### src/hdl/assert_macros.svh
// shared assertion macros, empty when SYNTH is set
`ifndef ASSERT_MACROS_SVH
`define ASSERT_MACROS_SVH
`ifndef SYNTH
// property checked on every rising edge outside reset
`define ASSERT_ALWAYS(lbl, clk, rst_n, prop) \
    lbl: assert property (@(posedge clk) disable iff (!rst_n) (prop)) \
        else $error("%m: assertion failed");
// consequent must hold in the cycle after the antecedent
`define ASSERT_NEXT(lbl, clk, rst_n, ante, cons) \
    lbl: assert property (@(posedge clk) disable iff (!rst_n) (ante) |=> (cons)) \
        else $error("%m: assertion failed");
`else
`define ASSERT_ALWAYS(lbl, clk, rst_n, prop)
`define ASSERT_NEXT(lbl, clk, rst_n, ante, cons)
`endif
`endif

### src/hdl/bdc_pkg.sv
`timescale 1ns / 1ps
package bdc_pkg;
    localparam int COORD_W         = 32;
    localparam int DEG_W           = 2;
    localparam int NUM_PTS         = 4;
    localparam int T_FRAC_BITS_DEF = 16;

    typedef logic signed [COORD_W-1:0] coord_t;
    typedef logic [DEG_W-1:0]          deg_t;
endpackage

### src/hdl/bdc_level.sv
`timescale 1ns / 1ps
// one de casteljau level: multiply stage, then round and add stage
module bdc_level #(
    parameter int T_FRAC_BITS = bdc_pkg::T_FRAC_BITS_DEF,
    parameter int LEVEL       = 1,
    parameter int N_IN        = 4
) (
    input  logic                  aclk,
    input  logic                  aresetn,
    input  logic                  in_valid,
    output logic                  in_ready,
    input  bdc_pkg::deg_t         in_degree,
    input  logic [T_FRAC_BITS:0]  in_t,
    input  bdc_pkg::coord_t       in_pts [N_IN],
    output logic                  out_valid,
    input  logic                  out_ready,
    output bdc_pkg::deg_t         out_degree,
    output logic [T_FRAC_BITS:0]  out_t,
    output bdc_pkg::coord_t       out_pts [N_IN-1]
);
    import bdc_pkg::*;

    localparam int N_OUT = N_IN - 1;
    localparam int TW    = T_FRAC_BITS + 1;
    localparam int DW    = COORD_W + 1;
    localparam int PW    = DW + TW + 1;
    localparam deg_t LEVEL_CODE = DEG_W'(LEVEL);
    localparam logic signed [PW-1:0] RND_HALF = PW'(64'd1 << (T_FRAC_BITS - 1));

    // multiply stage
    logic                   a_valid_reg;
    logic                   a_ready;
    logic                   a_act_reg;
    deg_t                   a_degree_reg;
    logic [TW-1:0]          a_t_reg;
    coord_t                 a_base_reg [N_OUT];
    logic signed [PW-1:0]   a_prod_reg [N_OUT];
    logic signed [PW-1:0]   a_prod_next [N_OUT];
    logic signed [DW-1:0]   a_diff [N_OUT];
    logic signed [TW:0]     a_t_s;

    // round and add stage
    logic                   b_valid_reg;
    logic                   b_ready;
    coord_t                 b_pts_reg [N_OUT];
    coord_t                 b_pts_next [N_OUT];
    deg_t                   b_degree_reg;
    logic [TW-1:0]          b_t_reg;
    logic signed [PW-1:0]   b_rnd [N_OUT];
    logic signed [PW-1:0]   b_shift [N_OUT];
    logic signed [DW-1:0]   b_sum [N_OUT];

    assign a_ready  = !a_valid_reg || b_ready;
    assign b_ready  = !b_valid_reg || out_ready;
    assign in_ready = a_ready;

    // t times (b - a), the (1-t)*a term folds into the base
    always_comb begin
        a_t_s = $signed({1'b0, in_t});
        for (int i = 0; i < N_OUT; i++) begin
            a_diff[i]      = $signed({in_pts[i+1][COORD_W-1], in_pts[i+1]})
                           - $signed({in_pts[i][COORD_W-1], in_pts[i]});
            a_prod_next[i] = PW'(a_diff[i]) * PW'(a_t_s);
        end
    end

    always_ff @(posedge aclk) begin
        if (!aresetn) begin
            a_valid_reg <= 1'b0;
        end else if (a_ready) begin
            a_valid_reg <= in_valid;
        end
    end

    always_ff @(posedge aclk) begin
        if (a_ready && in_valid) begin
            a_act_reg    <= (LEVEL_CODE <= in_degree);
            a_degree_reg <= in_degree;
            a_t_reg      <= in_t;
            for (int i = 0; i < N_OUT; i++) begin
                a_base_reg[i] <= in_pts[i];
                a_prod_reg[i] <= a_prod_next[i];
            end
        end
    end

    // levels past the degree pass their elements through unchanged
    always_comb begin
        for (int i = 0; i < N_OUT; i++) begin
            b_rnd[i]   = a_prod_reg[i] + RND_HALF;
            b_shift[i] = b_rnd[i] >>> T_FRAC_BITS;
            b_sum[i]   = $signed({a_base_reg[i][COORD_W-1], a_base_reg[i]})
                       + $signed(b_shift[i][DW-1:0]);
            b_pts_next[i] = a_act_reg ? $signed(b_sum[i][COORD_W-1:0]) : a_base_reg[i];
        end
    end

    always_ff @(posedge aclk) begin
        if (!aresetn) begin
            b_valid_reg <= 1'b0;
        end else if (b_ready) begin
            b_valid_reg <= a_valid_reg;
        end
    end

    always_ff @(posedge aclk) begin
        if (b_ready && a_valid_reg) begin
            b_degree_reg <= a_degree_reg;
            b_t_reg      <= a_t_reg;
            for (int i = 0; i < N_OUT; i++) begin
                b_pts_reg[i] <= b_pts_next[i];
            end
        end
    end

    assign out_valid  = b_valid_reg;
    assign out_degree = b_degree_reg;
    assign out_t      = b_t_reg;
    always_comb begin
        for (int i = 0; i < N_OUT; i++) begin
            out_pts[i] = b_pts_reg[i];
        end
    end
endmodule
### config.mk
export PLATFORM = sky130hd
export DESIGN_NAME = bdc_level
export DESIGN_NICKNAME = d
export VERILOG_FILES = /design/src/hdl/assert_macros.svh /design/src/hdl/bdc_pkg.sv /design/src/hdl/bdc_level.sv
export SDC_FILE = /design/constraint.sdc
export NUM_CORES = 2
export LEC_CHECK = 0
export BUFFER_PORTS_ARGS = -buffer_cell sky130_fd_sc_hd__buf_2
export CORE_UTILIZATION = 50
export CTS_BUF_LIST = sky130_fd_sc_hd__clkbuf_2 sky130_fd_sc_hd__clkbuf_4 sky130_fd_sc_hd__clkbuf_8
export CTS_CLUSTER_SIZE = 24
export DETAILED_ROUTE_END_ITERATION = 10
export MAX_ROUTING_LAYER = met4
export PLACE_DENSITY = 0.69
export SLEW_MARGIN = 0
export SYNTH_ARGS = -nofsm -noshare
export SYNTH_HDL_FRONTEND = slang
export SYNTH_SLANG_ARGS = --single-unit
### constraint.sdc
create_clock -name aclk -period 9.2 [get_ports aclk]
set_input_delay 0.46 -clock aclk [delete_from_list [all_inputs] [get_ports aclk]]
set_output_delay 0.46 -clock aclk [all_outputs]
set_load 0.02 [all_outputs]
# Word-level counts from Yosys, hierarchy flattened
# Memories as Yosys holds them, arrays and structs flattened.
# Index checks and enable logic that the tools add are counted.
# W data, S select, Z words.
[word_totals]
memories = 3
elab_cells = 36
in_bits = 151
reg_bits = 41
output_inout_bits = 117
mem_bits_rw = 345
[op_classes]
mul = 3
n_addsub = 9
mux = 7
order_cmp = 1
reduce_logical = 6
[mem_list]
columns = ["name", "depth", "word_bits", "rd", "rd_clocked_by_memory_dff", "write_ports", "line", "rtl"]
rows = [
  ["a_prod_reg", 3, 51, 3, 0, 3, "bdc_level.sv:37", "logic signed [PW-1:0] a_prod_reg [N_OUT];"],
  ["a_base_reg", 3, 32, 3, 0, 3, "bdc_level.sv:36", "coord_t a_base_reg [N_OUT];"],
  ["b_pts_reg", 3, 32, 3, 0, 3, "bdc_level.sv:45", "coord_t b_pts_reg [N_OUT];"],
]
[ops]
columns = ["operator", "n"]
rows = [
  ["$mul A33 B18 Y51", 3],
  ["$add A48 B17 Y48 const B", 3],
  ["$sub A32 B32 Y33", 3],
  ["$add A32 B32 Y32", 3],
  ["$mux W32", 3],
  ["$mux W1", 4],
  ["$le A1 B2 Y1 const A", 1],
  ["$logic_and A1 B1 Y1", 2],
  ["$logic_not A1 Y1", 2],
  ["$logic_or A1 B1 Y1", 2],
]

# Logic depth before layout (Yosys ltp)
[depth]
word_depth = 6
ltp_mapped = 40
mapped_depth_nobuf = 39

# Worst setup path before layout
# OpenSTA, ideal clock, no wires.
[synth_path]
path_type = "input to register"
start = "in in_pts[0] in the netlist's numbering"
end = "mem a_prod_reg[0][149] in the netlist's numbering (data pin)"
path_stages = 37
t_arrival_ns = 8.973
n_path_buf = 1
path_slack_ns = -0.041
cell_sequence = "inv_1 ha_1 fa_1 nor2b_1 o21ai_1 a21boi_1 o211ai_1 a21oi_1 nor2_1 a211oi_1 o31ai_1 and2_1 xnor2_1 clkbuf_1 nand2_1 fa_1 fa_1 fa_1 inv_1 fa_1 fa_1 inv_1 fa_1 inv_1 ha_1 a211oi_1 nor2_1 a2111oi_0 o31ai_1 o2111ai_2 a211oi_1 o21a_1 a211oi_2 o21bai_1 a221oi_2 xnor2_1 xnor3_1"
[synth_lines]
columns = ["element", "line", "rtl"]
rows = [
  ["start, declared", "bdc_level.sv:14", "input bdc_pkg::coord_t in_pts [N_IN],"],
  ["end, declared", "bdc_level.sv:37", ""],
]

==> key figures <==
Timing
  – Max Fclk: 0.111 GHz
  – Final setup TNS: 0 ns
  – Fin crit share: 0.976
  – Final setup viols: 0
  – Pins Over Slew Limit: 0
  – Tmin final: 8.98 ns
  – Min Hold Slack: 0.0361 ns
  – Final Hold Fails: 0
  – Max-slew headroom: 0.250
  – Worst clock skew: 0.0561 ns
  – Worst-Margin Slew: 1.13 ns

Layout
  – Max reg flops: 99
  – Design Area, Final: 88000 sq um
  – Post-Layout Cell Count: 11.1k
  – Fin nets: 11.3k
  – Area Overhead vs Synth: 13.9%
  – Fraction of layout cells with a size suffix above 1: 0.140

Floorplan
  – Die W: 395 um
  – FP Rows: 143
  – # IOs: 268
  – Height of the chip: 395 um
  – CORE AREA: 153000 sq um
  – Die Area: 156000 sq um
  – Initial core utilization: 0.506

Synthesis
  – Main combinational cell family by area after synthesis: adder cells
  – Synth async-reset ratio: 0
  – Area share of the largest cell type after synthesis: 0.401
  – Most numerous cell in the Yosys netlist: inv_1
  – Synth Flop Type: edfxtp_1
  – Synth Area in Compound Gates: 0.0605
  – Ys Warns: 0
  – Synth top area cells: fa_1 40%, edfxtp_1 13%, inv_1 9.4%
  – Syn avg cell area: 9.33 sq um
  – Synth Area in Simple Gates: 0.161
  – Largest area contributor in the netlist: fa_1
  – EDFF count, synth: 330
  – Syn_nets: 10.5k
  – Sequential area share after synthesis: 0.129
  – Synth cell types: 89
  – Top cells by count, synth: 1943 x inv_1, 1548 x fa_1, 938 x nand2_1, 804 x and2_1, 522 x ha_1
  – Mux cell area share after synthesis: 0.0114
  – Mapped Area: 77300 sq um
  – Post-synthesis adder-cell area fraction: 0.486
  – Xor-xnor portion of the synthesized cell area: 0.0424
  – Cells after Synth: 8281
  – Synth Register Bits: 332

Outcome
  – Status: complete, no violations

Drt
  – Highest metal used: met4
  – Drt via density: 5.35
  – Routed met3 length: 17600 um
  – Metal-1 WL: 88400 um
  – Routed Wire Length: 220000 um
  – Final ANT Viol Nets: 0
  – WL/cell: 19.7 um
  – DRC viols: 0
  – Met2 wire length: 102000 um
  – DRT iter0 DRCs: 4175
  – First-pass DRT Iterations: 6
  – Routed via count: 59.6k

Placement
  – RD Place Congestion: 0.944
  – PortBufs: 267
  – Detailed-placement wirelength estimate: 180000 um
  – Inst Count DP: 10.9k
  – Placed inst area: 85500 sq um

Critical path
  – Max incr delay on CP: 0.54 ns
  – Max FO, Critical Path: 5
  – Crit Path Class: in2reg
  – Worst EP arrival: 9.48 ns
  – Depth of the most critical reg-to-reg path: 17
  – Slowest cell on crit path: dlygate4sd3_1
  – Critical path startpoint category: primary input
  – Most used cell, CP: fa_1
  – Required @ worst endpoint: 9.70 ns
  – Endpoint class of the critical path: flop

Global routing
  – First-pass GRT wire length: 351000 um
  – Vias in the first global route: 64.3k
  – GR Util All Layers: 0.298
  – GRT overflow: 0
  – Initial antenna violation count: 19
  – Largest net degree at the start of global routing: 102

Clocking
  – Worst-Skew Late Latency: 0.78 ns
  – TritonCTS clock tree: done
  – CTS max path bufs: 3
  – Root Driver: clkbuf_8
  – CTS Sinks: 332
  – H-tree lvl count: 2
  – Clock slew at reported path FFs: 0.07 ns
  – TritonCTS buffer count: 61

Min path
  – Hold depth: 2
  – Hold WC Path Type: in2reg

Flow run
  – Max Cap Viol: 0
-- kinds of logic after synthesis --
logic type,Yosys count
simple gates,2462
buf+inv,2273
fa+ha+maj,2070
compound gates,696
xor+xnor,369
flops,332
mux,79
-- worst max-delay path, delay by kind of cell --
kind	cells	cell delay, ns
xor gates and xnor gates	2	0.26
buffers and inverters	8	1.18
and+or+nand+nor	8	1.80
adders and majority gates	8	3.48
AOI/OAI and AO/OA	12	2.29
-- cells in the final DEF, fill, tap and decap left out, types with 12 or more instances in the layout --
cell type / instances
nor2_1: 189
a211oi_1: 34
edfxtp_1: 330
buf_2: 257
ha_1: 516
inv_1: 1943
nor2b_1: 109
and3_1: 66
xnor2_1: 261
a21oi_1: 185
xor2_1: 91
a31oi_1: 20
nand2b_1: 42
buf_4: 697
and2_1: 803
o21ai_1: 25
nand4_1: 39
dlygate4sd3_1: 50
o21bai_1: 34
nand3_1: 106
clkbuf_8: 61
o21ai_0: 79
buf_12: 21
fa_1: 1544
diode_2: 14
o31ai_1: 12
or3_1: 13
nor3_1: 79
or2_2: 18
o21a_1: 58
mux2_2: 69
nand2_1: 937
clkinv_2: 12
a21o_1: 103
-- final cells by class --
class	instances	area, sq um
antenna	14	35.0
clock buffer	65	870
clock inverter	49	475
fill	13253	64600
inverter	1949	7320
multi-input combinational	5676	59300
sequential	332	9950
tap	2030	2540
timing repair buffer	1026	7450
-- timing repair --
action	in CTS	in global routing
hold buffers	50	0
gates resized for setup	12	85
buffers inserted	2	12
setup endpoints to repair	14	28
endpoints found under the hold margin	51	0
pin swaps	3	34
-- routing by layer --
layer | global-route usage | up-vias
li1 | - | 26600
met1 | 0.379 | 30273
met2 | 0.467 | 2196
met3 | 0.0496 | 501
met4 | 0.139 | 0
met5 | - | -
-- path summary, 6_finish.rpt --
path | from | to | slack [ns]
worst min register to register | a_t_reg[12] | out_t[12] | 0.41
worst min-delay path | in_pts[64] | a_base_reg[0][32] | 0.04
worst max-delay path | in_pts[108] | a_prod_reg[0][42] | 0.22
worst max register to register | a_prod_reg[0][21] | b_pts_reg[0][31] | 3.06
-- stage by stage --
| step | utilization | setup slack [ns] |
|---|---|---|
| 3_3_place_gp | 0.560 | -0.950 |
| 4_1_cts | 0.572 | 0.0303 |
| 5_1_grt | 0.576 | -0.117 |
| 6_report | 0.576 | 0.223 |
| 3_5_place_dp | 0.560 | -1.25 |
| 2_1_floorplan | - | 0.0332 |
Power is not shown: default switching activity piles up to over one toggle a cycle in this logic, so the estimate is an artifact.
